`src/design/cigar_window_clip_assert.svh`:
```
// Assertion macros for the CIGAR window clipper.
`ifndef CIGAR_WINDOW_CLIP_ASSERT_SVH
`define CIGAR_WINDOW_CLIP_ASSERT_SVH

// Condition holds at every edge outside reset.
`define CWC_ASSERT_HOLDS(label, clk, rst, cond) \
   label: assert property (@(posedge clk) disable iff (rst) (cond)) \
      else $error("cigar_window_clip: assertion failed");

// Consequent holds in the same cycle as the antecedent.
`define CWC_ASSERT_IMPLIES(label, clk, rst, ante, cons) \
   label: assert property (@(posedge clk) disable iff (rst) (ante) |-> (cons)) \
      else $error("cigar_window_clip: assertion failed");

// Consequent holds in the cycle after the antecedent.
`define CWC_ASSERT_NEXT(label, clk, rst, ante, cons) \
   label: assert property (@(posedge clk) disable iff (rst) (ante) |=> (cons)) \
      else $error("cigar_window_clip: assertion failed");

`endif

```
`src/design/cwc_pkg.sv`:
```
// Shared constants, types and functions of the CIGAR window clipper.
`timescale 1ns / 1ps
`default_nettype none

package cwc_pkg;

   localparam int LEN_W     = 28;
   localparam int KIND_W    = 4;
   localparam int REG_W     = 32;
   localparam int CSR_IDX_W = 1;

   localparam int POS_BITS_DEFAULT = 32;
   localparam int LEN_BITS_DEFAULT = 28;

   localparam logic [CSR_IDX_W-1:0] CSR_WINDOW_START = 1'd0;
   localparam logic [CSR_IDX_W-1:0] CSR_WINDOW_END   = 1'd1;

   localparam logic [KIND_W-1:0] KIND_M  = 4'd0;
   localparam logic [KIND_W-1:0] KIND_I  = 4'd1;
   localparam logic [KIND_W-1:0] KIND_D  = 4'd2;
   localparam logic [KIND_W-1:0] KIND_EQ = 4'd7;
   localparam logic [KIND_W-1:0] KIND_X  = 4'd8;

   typedef struct packed {
      logic in_window;
      logic emitted;
      logic closed;
   } flags_type;

   typedef struct packed {
      logic              valid;
      logic [LEN_W-1:0]  length;
      logic [KIND_W-1:0] kind;
      logic              last;
      logic              marker;
   } result_type;

   function automatic logic advances(input logic [KIND_W-1:0] kind);
      advances = (kind == KIND_M) || (kind == KIND_I) || (kind == KIND_EQ) ||
                 (kind == KIND_X);
   endfunction

endpackage

`default_nettype wire

```
`src/design/cwc_if.sv`:
```
// Request and response channel interfaces of the CIGAR window clipper.
`timescale 1ns / 1ps
`default_nettype none

interface cwc_req_if;
   logic                       valid;
   logic                       ready;
   logic [cwc_pkg::LEN_W-1:0]  op_length;
   logic [cwc_pkg::KIND_W-1:0] op_kind;
   logic                       final_op;

   modport source (output valid, output op_length, output op_kind, output final_op,
                   input ready);
   modport sink (input valid, input op_length, input op_kind, input final_op,
                 output ready);
endinterface

interface cwc_rsp_if;
   logic                       valid;
   logic                       ready;
   logic [cwc_pkg::LEN_W-1:0]  clip_length;
   logic [cwc_pkg::KIND_W-1:0] clip_kind;
   logic                       run_last;
   logic                       marker_only;

   modport source (output valid, output clip_length, output clip_kind, output run_last,
                   output marker_only, input ready);
   modport sink (input valid, input clip_length, input clip_kind, input run_last,
                 input marker_only, output ready);
endinterface

`default_nettype wire

```
`src/design/cigar_window_clip.sv`:
```
// A beat accepted into the input register moves to the output register when free.
// One operation per cycle unless stalled; the clip logic is one add and compares.
// Results are held in an output register; a waiting result stalls the input
// only once the input register also holds a beat.
// Reset (synchronous, active high) clears window registers, valids, position and flags;
// the position and flags also clear after every final operation.
`timescale 1ns / 1ps
`default_nettype none
`include "cigar_window_clip_assert.svh"

module cigar_window_clip #(
   parameter int POS_BITS = cwc_pkg::POS_BITS_DEFAULT,
   parameter int LEN_BITS = cwc_pkg::LEN_BITS_DEFAULT
) (
   input  wire logic                           clock,
   input  wire logic                           reset,
   cwc_req_if.sink                             req_ch,
   cwc_rsp_if.source                           rsp_ch,
   input  wire logic                           csr_we,
   input  wire logic [cwc_pkg::CSR_IDX_W-1:0]  csr_index,
   input  wire logic [cwc_pkg::REG_W-1:0]      csr_wdata
);

   logic [cwc_pkg::REG_W-1:0]  window_start_ff;
   logic [cwc_pkg::REG_W-1:0]  window_end_ff;
   logic [POS_BITS-1:0]        pos_ff;
   logic [POS_BITS-1:0]        pos_in;
   cwc_pkg::flags_type         flags_ff;
   cwc_pkg::flags_type         flags_in;

   logic                       s1_valid_ff;
   logic [cwc_pkg::LEN_W-1:0]  s1_len_ff;
   logic [cwc_pkg::KIND_W-1:0] s1_kind_ff;
   logic                       s1_final_ff;

   logic                       rsp_valid_ff;
   logic                       rsp_valid_in;
   cwc_pkg::result_type        rsp_ff;
   cwc_pkg::result_type        result;

   logic                       out_free;
   logic                       s1_fire;
   logic                       req_fire;

   // Config write
   always_ff @(posedge clock) begin
      if (reset) begin
         window_start_ff <= '0;
         window_end_ff   <= '0;
      end else if (csr_we) begin
         case (csr_index)
            cwc_pkg::CSR_WINDOW_START: window_start_ff <= csr_wdata;
            cwc_pkg::CSR_WINDOW_END:   window_end_ff   <= csr_wdata;
            default: ;
         endcase
      end
   end

   assign out_free     = !rsp_valid_ff || rsp_ch.ready;
   assign s1_fire      = s1_valid_ff && out_free;
   assign req_ch.ready = !s1_valid_ff || out_free;
   assign req_fire     = req_ch.valid && req_ch.ready;
   assign rsp_valid_in = out_free ? (s1_valid_ff && result.valid) : rsp_valid_ff;

   // Input register
   always_ff @(posedge clock) begin
      if (reset) begin
         s1_valid_ff <= 1'b0;
      end else if (req_ch.ready) begin
         s1_valid_ff <= req_ch.valid;
      end
   end

   always_ff @(posedge clock) begin
      if (req_fire) begin
         s1_len_ff   <= req_ch.op_length;
         s1_kind_ff  <= req_ch.op_kind;
         s1_final_ff <= req_ch.final_op;
      end
   end

   cwc_step #(
      .POS_BITS(POS_BITS),
      .LEN_BITS(LEN_BITS)
   ) u_step (
      .pos          (pos_ff),
      .flags        (flags_ff),
      .window_start (window_start_ff),
      .window_end   (window_end_ff),
      .op_length    (s1_len_ff),
      .op_kind      (s1_kind_ff),
      .final_op     (s1_final_ff),
      .pos_in       (pos_in),
      .flags_in     (flags_in),
      .result       (result)
   );

   // Advance run state once per consumed beat
   always_ff @(posedge clock) begin
      if (reset) begin
         pos_ff   <= '0;
         flags_ff <= '0;
      end else if (s1_fire) begin
         pos_ff   <= pos_in;
         flags_ff <= flags_in;
      end
   end

   // Output register
   always_ff @(posedge clock) begin
      if (reset) begin
         rsp_valid_ff <= 1'b0;
      end else begin
         rsp_valid_ff <= rsp_valid_in;
      end
   end

   always_ff @(posedge clock) begin
      if (s1_fire && result.valid) begin
         rsp_ff <= result;
      end
   end

   assign rsp_ch.valid       = rsp_valid_ff;
   assign rsp_ch.clip_length = rsp_ff.length;
   assign rsp_ch.clip_kind   = rsp_ff.kind;
   assign rsp_ch.run_last    = rsp_ff.last;
   assign rsp_ch.marker_only = rsp_ff.marker;

   `CWC_ASSERT_NEXT(a_clear_at_end, clock, reset, s1_fire && s1_final_ff, pos_ff == '0 && flags_ff == '0)
   `CWC_ASSERT_IMPLIES(a_closed_after_emit, clock, reset, flags_ff.closed, flags_ff.emitted)
   `CWC_ASSERT_HOLDS(a_ready_when_drained, clock, reset, rsp_valid_ff || req_ch.ready)

endmodule

`default_nettype wire

```
`src/design/cwc_step.sv`:
```
// Per-beat clipping logic: next position, next flags and the result of one operation.
`timescale 1ns / 1ps
`default_nettype none

module cwc_step #(
   parameter int POS_BITS = cwc_pkg::POS_BITS_DEFAULT,
   parameter int LEN_BITS = cwc_pkg::LEN_BITS_DEFAULT
) (
   input  wire logic [POS_BITS-1:0]         pos,
   input  wire cwc_pkg::flags_type          flags,
   input  wire logic [cwc_pkg::REG_W-1:0]   window_start,
   input  wire logic [cwc_pkg::REG_W-1:0]   window_end,
   input  wire logic [cwc_pkg::LEN_W-1:0]   op_length,
   input  wire logic [cwc_pkg::KIND_W-1:0]  op_kind,
   input  wire logic                        final_op,
   output logic [POS_BITS-1:0]              pos_in,
   output cwc_pkg::flags_type               flags_in,
   output cwc_pkg::result_type              result
);

   localparam int LW    = (LEN_BITS < cwc_pkg::LEN_W) ? LEN_BITS : cwc_pkg::LEN_W;
   localparam int CW    = (POS_BITS > cwc_pkg::REG_W) ? POS_BITS : cwc_pkg::REG_W;
   localparam int OUT_W = cwc_pkg::LEN_W;
   localparam int SUM_W = ((POS_BITS > LW) ? POS_BITS : LW) + 1;
   localparam logic [POS_BITS-1:0] POS_MAX = '1;

   logic [LW-1:0]       len;
   logic [SUM_W-1:0]    sum;
   logic                sat;
   logic [POS_BITS-1:0] pos_step;
   logic [CW-1:0]       qn;
   logic [CW-1:0]       wsx;
   logic [CW-1:0]       wex;
   logic [CW-1:0]       d_start;
   logic [CW-1:0]       span;
   logic [CW-1:0]       d_end;
   logic                empty;
   logic                emit;
   logic                last;
   logic [LW-1:0]       elen;
   logic [cwc_pkg::KIND_W-1:0] ekind;

   assign len      = op_length[LW-1:0];
   assign sum      = SUM_W'(pos) + SUM_W'(len);
   assign sat      = sum > SUM_W'(POS_MAX);
   assign pos_step = cwc_pkg::advances(op_kind) ?
                     (sat ? POS_MAX : sum[POS_BITS-1:0]) : pos;
   assign qn       = CW'(pos_step);
   assign wsx      = CW'(window_start);
   assign wex      = CW'(window_end);
   assign d_start  = qn - wsx;
   assign span     = wex - wsx;
   assign d_end    = qn - wex;
   assign empty    = window_end <= window_start;

   always_comb begin
      pos_in   = pos;
      flags_in = flags;
      emit     = 1'b0;
      last     = 1'b0;
      elen     = '0;
      ekind    = op_kind;
      if (!flags.closed) begin
         if (empty) begin
            emit            = 1'b1;
            ekind           = cwc_pkg::KIND_M;
            flags_in.closed = 1'b1;
         end else begin
            pos_in = pos_step;
            if (!flags.in_window) begin
               if (qn == wsx) begin
                  flags_in.in_window = 1'b1;
               end else if (qn > wsx) begin
                  flags_in.in_window = 1'b1;
                  emit               = 1'b1;
                  elen               = d_start[LW-1:0];
                  if (qn >= wex) begin
                     elen            = span[LW-1:0];
                     flags_in.closed = 1'b1;
                  end
               end
            end else if (flags.emitted || op_kind != cwc_pkg::KIND_D) begin
               emit = 1'b1;
               elen = len;
               if (qn >= wex) begin
                  elen            = len - d_end[LW-1:0];
                  flags_in.closed = 1'b1;
               end
            end
         end
         if (emit) begin
            flags_in.emitted = 1'b1;
            last             = flags_in.closed || final_op;
         end
      end
      if (final_op) begin
         pos_in   = '0;
         flags_in = '0;
      end
   end

   always_comb begin
      result.valid  = emit;
      result.length = OUT_W'(elen);
      result.kind   = ekind;
      result.last   = last;
      result.marker = 1'b0;
      if (final_op && !emit && !flags.closed) begin
         result.valid  = 1'b1;
         result.length = '0;
         result.kind   = cwc_pkg::KIND_M;
         result.last   = 1'b1;
         result.marker = 1'b1;
      end
   end

endmodule

`default_nettype wire

```
`src/flat_wrapper.sv`:
```
// flat-port wrapper written by rule: the top's interface ports become plain ports
module cigar_window_clip_flat 
#(
   parameter int POS_BITS = cwc_pkg::POS_BITS_DEFAULT,
   parameter int LEN_BITS = cwc_pkg::LEN_BITS_DEFAULT
)
  (clock, reset, csr_we, csr_index, csr_wdata, req_ch_valid, req_ch_op_length, req_ch_op_kind, req_ch_final_op, req_ch_ready, rsp_ch_valid, rsp_ch_clip_length, rsp_ch_clip_kind, rsp_ch_run_last, rsp_ch_marker_only, rsp_ch_ready);
  cwc_req_if req_ch_i ();
  cwc_rsp_if rsp_ch_i ();
  input  wire logic clock;
  input  wire logic reset;
  input  wire logic csr_we;
  input  wire logic [cwc_pkg::CSR_IDX_W-1:0] csr_index;
  input  wire logic [cwc_pkg::REG_W-1:0] csr_wdata;
  input wire logic [$bits(req_ch_i.valid)-1:0] req_ch_valid;
  input wire logic [$bits(req_ch_i.op_length)-1:0] req_ch_op_length;
  input wire logic [$bits(req_ch_i.op_kind)-1:0] req_ch_op_kind;
  input wire logic [$bits(req_ch_i.final_op)-1:0] req_ch_final_op;
  output wire logic [$bits(req_ch_i.ready)-1:0] req_ch_ready;
  output wire logic [$bits(rsp_ch_i.valid)-1:0] rsp_ch_valid;
  output wire logic [$bits(rsp_ch_i.clip_length)-1:0] rsp_ch_clip_length;
  output wire logic [$bits(rsp_ch_i.clip_kind)-1:0] rsp_ch_clip_kind;
  output wire logic [$bits(rsp_ch_i.run_last)-1:0] rsp_ch_run_last;
  output wire logic [$bits(rsp_ch_i.marker_only)-1:0] rsp_ch_marker_only;
  input wire logic [$bits(rsp_ch_i.ready)-1:0] rsp_ch_ready;
  assign req_ch_i.valid = req_ch_valid;
  assign req_ch_i.op_length = req_ch_op_length;
  assign req_ch_i.op_kind = req_ch_op_kind;
  assign req_ch_i.final_op = req_ch_final_op;
  assign req_ch_ready = req_ch_i.ready;
  assign rsp_ch_valid = rsp_ch_i.valid;
  assign rsp_ch_clip_length = rsp_ch_i.clip_length;
  assign rsp_ch_clip_kind = rsp_ch_i.clip_kind;
  assign rsp_ch_run_last = rsp_ch_i.run_last;
  assign rsp_ch_marker_only = rsp_ch_i.marker_only;
  assign rsp_ch_i.ready = rsp_ch_ready;
  cigar_window_clip #(.POS_BITS(POS_BITS), .LEN_BITS(LEN_BITS)) u_core (.clock(clock), .reset(reset), .req_ch(req_ch_i), .rsp_ch(rsp_ch_i), .csr_we(csr_we), .csr_index(csr_index), .csr_wdata(csr_wdata));
endmodule
```
`config.mk`:
```
export PLATFORM = sky130hd
export DESIGN_NAME = cigar_window_clip_flat
export DESIGN_NICKNAME = d
export VERILOG_FILES = /design/src/design/cwc_pkg.sv /design/src/design/cwc_if.sv /design/src/design/cigar_window_clip.sv /design/src/design/cwc_step.sv /design/src/flat_wrapper.sv
export VERILOG_INCLUDE_DIRS = /design/src /design/src/design
export SDC_FILE = /design/constraint.sdc
export NUM_CORES = 1
export LEC_CHECK = 0
export BUFFER_PORTS_ARGS = -buffer_cell sky130_fd_sc_hd__buf_4
export CORE_ASPECT_RATIO = 1.4
export CORE_MARGIN = 1
export CORE_UTILIZATION = 62
export CTS_CLUSTER_DIAMETER = 60
export DETAILED_ROUTE_END_ITERATION = 8
export GPL_TIMING_DRIVEN = 0
export PLACE_DENSITY = 0.82
export SLEW_MARGIN = 20
export SYNTH_ARGS = -nofsm -noshare
export SYNTH_HDL_FRONTEND = slang
export SYNTH_SLANG_ARGS = --single-unit
```
`constraint.sdc`:
```
create_clock -name clock -period 8.7 [get_ports clock]
set_clock_uncertainty 0.05 [all_clocks]
set_input_delay 1.305 -clock clock [delete_from_list [all_inputs] [get_ports clock]]
set_output_delay 1.305 -clock clock [all_outputs]
set_load 0.1 [all_outputs]
```
==> results of run 1 <==
critical path, delay by kind of cell (launching register included):
kind,cells,cell delay [ns]
buffers and inverters,3,0.59
and+or+nand+nor,6,1.14
DFF,1,0.50
adders and majority gates,4,1.15
AOI/OAI and AO/OA,22,4.04
xor gates and xnor gates,1,0.17
muxes,2,0.40
state kept, by name, summed over array words and instances, names as in the netlist, 3 cells and up:
name / cells
u_core.pos_ff: 32
u_core.window_start_ff: 32
u_core.rsp_ch.clip_kind: 4
u_core.s1_kind_ff: 4
u_core.rsp_ch.clip_length: 28
u_core.flags_ff: 3
u_core.s1_len_ff: 28
u_core.window_end_ff: 32
stage by stage:
stage	hold WS (ns)	total power, mW	setup slack [ns]
detailed placement	0.396	2.26	-0.639
CTS	0.406	3.06	0.00693
global placement	0.393	2.23	-0.557
floorplan	0.386	1.93	1.33
global route	0.422	3.29	-0.102
finish	0.407	3.14	0.372
timing repair:
item,CTS,global route
pin swaps,0,8
resized for setup,15,37
setup buffers,0,14
setup endpoints to repair,14,15
layout make-up:
cell class	count	area (um2)
well taps	297	372
repair buffers	121	941
multi-input cells	1291	9360
flip-flops and latches	168	4030
clock buffers	18	439
fillers	1741	5910
plain buffers	51	251
clock inverters	14	165
inverters	123	462
how the worst max path moves through the flow:
stage               cells past startpoint           startpoint                       endpoint  slack, ns
floorplan                              38  u_core.s1_len_ff[0]  u_core.rsp_ch.clip_length[27]       1.33
global placement                       36  u_core.s1_len_ff[0]  u_core.rsp_ch.clip_length[26]      -0.56
detailed placement                     36  u_core.s1_len_ff[0]  u_core.rsp_ch.clip_length[26]      -0.64
CTS                                    37  u_core.s1_len_ff[3]  u_core.rsp_ch.clip_length[27]      0.007
global route                           38  u_core.s1_len_ff[3]  u_core.rsp_ch.clip_length[26]      -0.10
finish                                 38  u_core.s1_len_ff[5]  u_core.rsp_ch.clip_length[26]       0.37
cells in the final DEF, fill, tap and decap left out, drive strengths merged, types with 11 or more instances in the layout:
master	netlist	final
nand2	207	207
a21oi	194	194
ha	179	179
buf	12	132
inv	123	129
dfxtp	101	101
nor2	98	98
o21ai	84	84
edfxtp	67	67
a21o	60	60
clkbuf	41	58
xnor2	48	48
fa	29	29
nor2b	28	28
nand3	27	27
nand4	23	23
a22o	23	23
xor2	22	22
a31oi	22	22
o21a	18	18
nor3	18	18
nand2b	17	17
mux2	16	16
mux2i	16	16
a22oi	15	15
a211oi	15	15
and3	13	13
o21bai	13	13
and2	13	13
o22ai	11	11
kinds of logic after synthesis:
logic type | Yosys count
multiplexers | 32
buffers and inverters | 176
adder cells (fa/ha/maj) | 208
AO/OA/AOI/OAI | 517
AND/OR/NAND/NOR | 463
flip-flops | 168
XOR/XNOR | 71
layer usage:
layer	wire (um)	track usage
met3	2220	0.0531
met5	0	0
met1	15300	0.394
met4	4050	0.328
met2	20800	0.656
power groups by stage:
| stage | registers (mW) | logic [mW] | clock network [mW] |
|---|---|---|---|
| 6_report | 0.913 | 1.44 | 0.794 |
| 3_3_place_gp | 0.931 | 1.30 | 0 |
| 5_1_grt | 0.916 | 1.55 | 0.824 |
| 3_5_place_dp | 0.930 | 1.33 | 0 |
| 2_1_floorplan | 1.03 | 0.896 | 0 |
| 4_1_cts | 0.913 | 1.35 | 0.797 |
==> flow_summary.json, run 1 <==
{
  "antenna_found_initial": 0,
  "fin_nets": 2052,
  "via_per_inst": 6.33,
  "tritoncts": "yes",
  "status": "finished, final reports clean",
  "synthCells": 1635,
  "whs_endpoint": "u_core.window_start_ff[23]",
  "track_usage": 0.375,
  "synth_top_cell_area_share": 0.161,
  "criticalPathCategory": "register to register",
  "vias": 13200,
  "cap_violations": 0,
  "synth_edf_count": 67,
  "cts_buffers": 17,
  "die_y_um": 179,
  "place_congestion": 0.969,
  "drc": 0,
  "sequentialPowerShare": 0.291,
  "fin_util": 0.730,
  "period_minus_slack_ns": 8.33,
  "synth-xor-area-share": 0.0456,
  "fmax_mhz": 120,
  "synthSimpleGateAreaFrac": 0.151,
  "synth_top_family_by_area": "compound AO/OA/AOI/OAI gates",
  "slowest_delay_ns": 0.50,
  "grt_pass1_vias": 12700,
  "critPathArrivalTime_ns": 8.47,
  "cpMaxStageDelayCell": "edfxtp_1",
  "synthAdderAreaFrac": 0.202,
  "r2r_end": "u_core.rsp_ch.clip_length[26]",
  "clk_latency_ns": 0.45,
  "hold_buffers": 0,
  "p_sw_mw": 1.26,
  "finalHoldViolCount": 0,
  "p_clk_frac": 0.253,
  "worstReg2RegStart": "u_core.s1_len_ff[5]",
  "synth_common_cells": "nand2_1 (207), a21oi_1 (191), ha_1 (179)",
  "cp-end-kind": "register",
  "grt_max_degree": 33,
  "finalSetupTns_ns": 0,
  "io_pins": 107,
  "finalCritPeriodShare": 0.957,
  "synth_area_leader_cell": "ha_1",
  "cellPowerDensity_nw_per_um2": 196,
  "grt-ovfl-total": 0,
  "place_inst": 2039,
  "whs_path_depth": 2,
  "finalNonFillerCells": 2083,
  "synth_nets": 1914,
  "seq_area_frac_synth": 0.290,
  "switching_share": 0.401,
  "synth-compound-area-share": 0.238,
  "async_flop_share": 0,
  "area_growth_pct": 15.0,
  "clock_path_buffers": 2,
  "dr.pass1.iters": 5,
  "clockRootBuffer": "clkbuf_16",
  "synth_area_leaders": "ha_1 (16%), dfxtp_1 (15%), edfxtp_1 (14%), a21oi_1 (6.9%), nand2_1 (5.6%)",
  "avgSynthCellArea_um2": 8.52,
  "insertedDiodeCount": 0,
  "rows": 64,
  "final_max_slew_viol_count": 0,
  "core_um2": 21900,
  "grt_pass1_wl_um": 64800,
  "die_width_um": 129,
  "critPathMaxFanout": 19,
  "finalSetupViolations": 0,
  "routedWlPerCell_um": 20.4,
  "port_buffers": 105,
  "finish.instance_area_um2": 16000,
  "path_clk_slew_ns": 0.07,
  "antenna_left": 0,
  "cts_sinks": 168,
  "final_layout_size_suffix_gt1_frac": 0.129,
  "p_comb_frac": 0.457,
  "initial_core_util": 0.635,
  "hold_start": "u_core.window_start_ff[23]",
  "synth_most_common_cell": "nand2_1",
  "synthMuxAreaShare": 0.0244,
  "ys_warn_count": 0,
  "die-area_um2": 23100,
  "tightest_slew_ns": 1.19,
  "slew_headroom": 0.203,
  "drtIter0Drc": 977,
  "start_kind": "register",
  "p_leak_nw": 6.78,
  "ys_seq_elements": 168,
  "reg2reg_setup_slack_ns": 0.37,
  "reg2reg_depth": 38,
  "hp-class": "register to register",
  "internal-power_mw": 1.88,
  "synth_area_um2": 13900,
  "peakVddDrop_v": 0.000164,
  "yosysUniqueCellTypes": 80,
  "hpwl_um": 33600,
  "post_dp_cell_area_um2": 15200,
  "required_ns": 8.84,
  "wirelength_um": 42400,
  "synth_flop_cell": "dfxtp_1",
  "h-tree-depth": 4
}
(Power assumes the default switching activity.)
==> run 2, diff against run 1 <==
--- a/config.mk
+++ b/config.mk
@@ -9,11 +9,10 @@
 export BUFFER_PORTS_ARGS = -buffer_cell sky130_fd_sc_hd__buf_4
 export CORE_ASPECT_RATIO = 1.4
 export CORE_MARGIN = 1
-export CORE_UTILIZATION = 62
+export CORE_UTILIZATION = 35
 export CTS_CLUSTER_DIAMETER = 60
 export DETAILED_ROUTE_END_ITERATION = 8
 export GPL_TIMING_DRIVEN = 0
-export PLACE_DENSITY = 0.82
 export SLEW_MARGIN = 20
 export SYNTH_ARGS = -nofsm -noshare
 export SYNTH_HDL_FRONTEND = slang
==> run 2 against run 1 <==
Routed wire length grew 6.4%. Hold slack about the same. Global-route usage decreased by 15 points. Non-clock buffer count fell by 6. Critical path type unchanged. Critical path depth fell by 3. Power down 0.19%. Largest power group unchanged. Final area increased by 2.0%. Utilization decreased by 31 points. Sequential cell count unchanged.
==> flow_summary.json, run 2 (synthesis results as in run 1) <==
{
  "drc": 0,
  "routedWlPerCell_um": 19.5,
  "slew_headroom": 0.421,
  "place_ws_ns": -0.823,
  "wirelength_um": 45100,
  "clock_path_buffers": 2,
  "vias": 12600,
  "reg_top3": "u_core.pos_ff x32, u_core.window_end_ff x32, u_core.window_start_ff x32",
  "insertedDiodeCount": 0,
  "via_per_inst": 5.47,
  "fmax_mhz": 120,
  "final_max_slew_viol_count": 0,
  "grt_pass1_vias": 12500,
  "h-tree-depth": 4,
  "crit_buf_inv": 7,
  "path_clk_slew_ns": 0.07,
  "criticalPathCategory": "register to register",
  "cap_violations": 0,
  "critPathArrivalTime_ns": 8.46,
  "critPathMaxFanout": 10,
  "period_minus_slack_ns": 8.33,
  "grt-ovfl-total": 0,
  "cts_buffers": 17,
  "clockRootBuffer": "clkbuf_16",
  "cp_top_family": "compound AO/OA/AOI/OAI gates",
  "p_leak_nw": 6.74,
  "slowest_delay_ns": 0.44,
  "start_kind": "register",
  "fin_nets": 2046,
  "area_growth_pct": 17.3,
  "die-area_um2": 40600,
  "finalCritPeriodShare": 0.957,
  "clk_latency_ns": 0.45,
  "required_ns": 8.83,
  "die_width_um": 171,
  "cp-end-kind": "register",
  "io_pins": 107,
  "final_common_cell": "nand2_1",
  "port_buffers": 105,
  "tritoncts": "yes",
  "peakVddDrop_v": 0.000137,
  "rows": 86,
  "drtIter0Drc": 725,
  "cpMaxStageDelayCell": "edfxtp_1",
  "grt_pass1_wl_um": 68200,
  "final_layout_size_suffix_gt1_frac": 0.128,
  "initial_core_util": 0.355,
  "hold_buffers": 0,
  "antenna_found_initial": 0,
  "grt_max_degree": 25,
  "hpwl_um": 37400,
  "status": "finished, final reports clean",
  "layout_common_cells": "nand2_1 (206), ha_1 (177), a21oi_1 (173)",
  "dr.pass1.iters": 5,
  "cts_sinks": 168,
  "cellPowerDensity_nw_per_um2": 192,
  "track_usage": 0.226,
  "hp-class": "register to register",
  "place_congestion": 0.957,
  "die_y_um": 238,
  "total_power_mw": 3.14,
  "antenna_left": 0,
  "finalSetupViolations": 0,
  "finalHoldViolCount": 0,
  "fin_ws_ns": 0.372,
  "core_um2": 39300,
  "tightest_slew_ns": 0.860
}
run 2: metal layers:
layer	global-route usage	wire, um
met5	0	0
met4	0.140	2620
met3	0.0304	1600
met2	0.415	23500
met1	0.240	17400
run 2: final timing paths:
kind / depth (start not counted) / slack [ns] / endpoint / from
setup reg to reg: 35 / 0.37 / u_core.rsp_ch.clip_length[27] / u_core.s1_len_ff[0]
setup / recovery: 35 / 0.37 / u_core.rsp_ch.clip_length[27] / u_core.s1_len_ff[0]
hold reg to reg: 2 / 0.41 / u_core.window_start_ff[8] / u_core.window_start_ff[8]
hold / removal: 2 / 0.41 / u_core.window_start_ff[8] / u_core.window_start_ff[8]
run 2: timing repair:
item,4_1_cts,5_1_grt
setup buffers,1,6
endpoints found under the hold margin,0,0
setup endpoints to repair,16,15
pin swaps,1,9
resized for setup,21,39
run 2: tightest hold or removal path, stage by stage, from the launching register on:
cell,delay [ns]
dfxtp_1,0.31
nand2_1,0.05
a21oi_1,0.05
run 2: layout make-up:
type                            count  area [um2]
Fill cell                        3994       22900
Multi-Input combinational cell   1291        9440
Sequential cell                   168        4030
Timing Repair Buffer              114         888
Tap cell                          528         661
Inverter                          123         462
Clock buffer                       18         429
Buffer                             52         264
Clock inverter                     14         171
run 2: power by group:
| part | switching (mW) | internal (mW) |
|---|---|---|
| clock network | 0.347 | 0.454 |
| registers | 0.0435 | 0.872 |
| logic | 0.856 | 0.563 |
run 2: stage by stage:
| step | hold WS [ns] | cell area, um2 | TNS [ns] | cells | util |
|---|---|---|---|---|---|
| CTS | 0.410 | 16100 | 0 | 2302 | 0.411 |
| global route | 0.421 | 16300 | -0.00658 | 2308 | 0.416 |
| global placement | 0.394 | 15400 | -5.13 | 2268 | 0.392 |
| finish | 0.407 | 16300 | 0 | 2308 | 0.416 |
| detailed placement | 0.400 | 15400 | -7.00 | 2270 | 0.393 |
| floorplan | 0.386 | 13900 | 0 | 1635 | - |
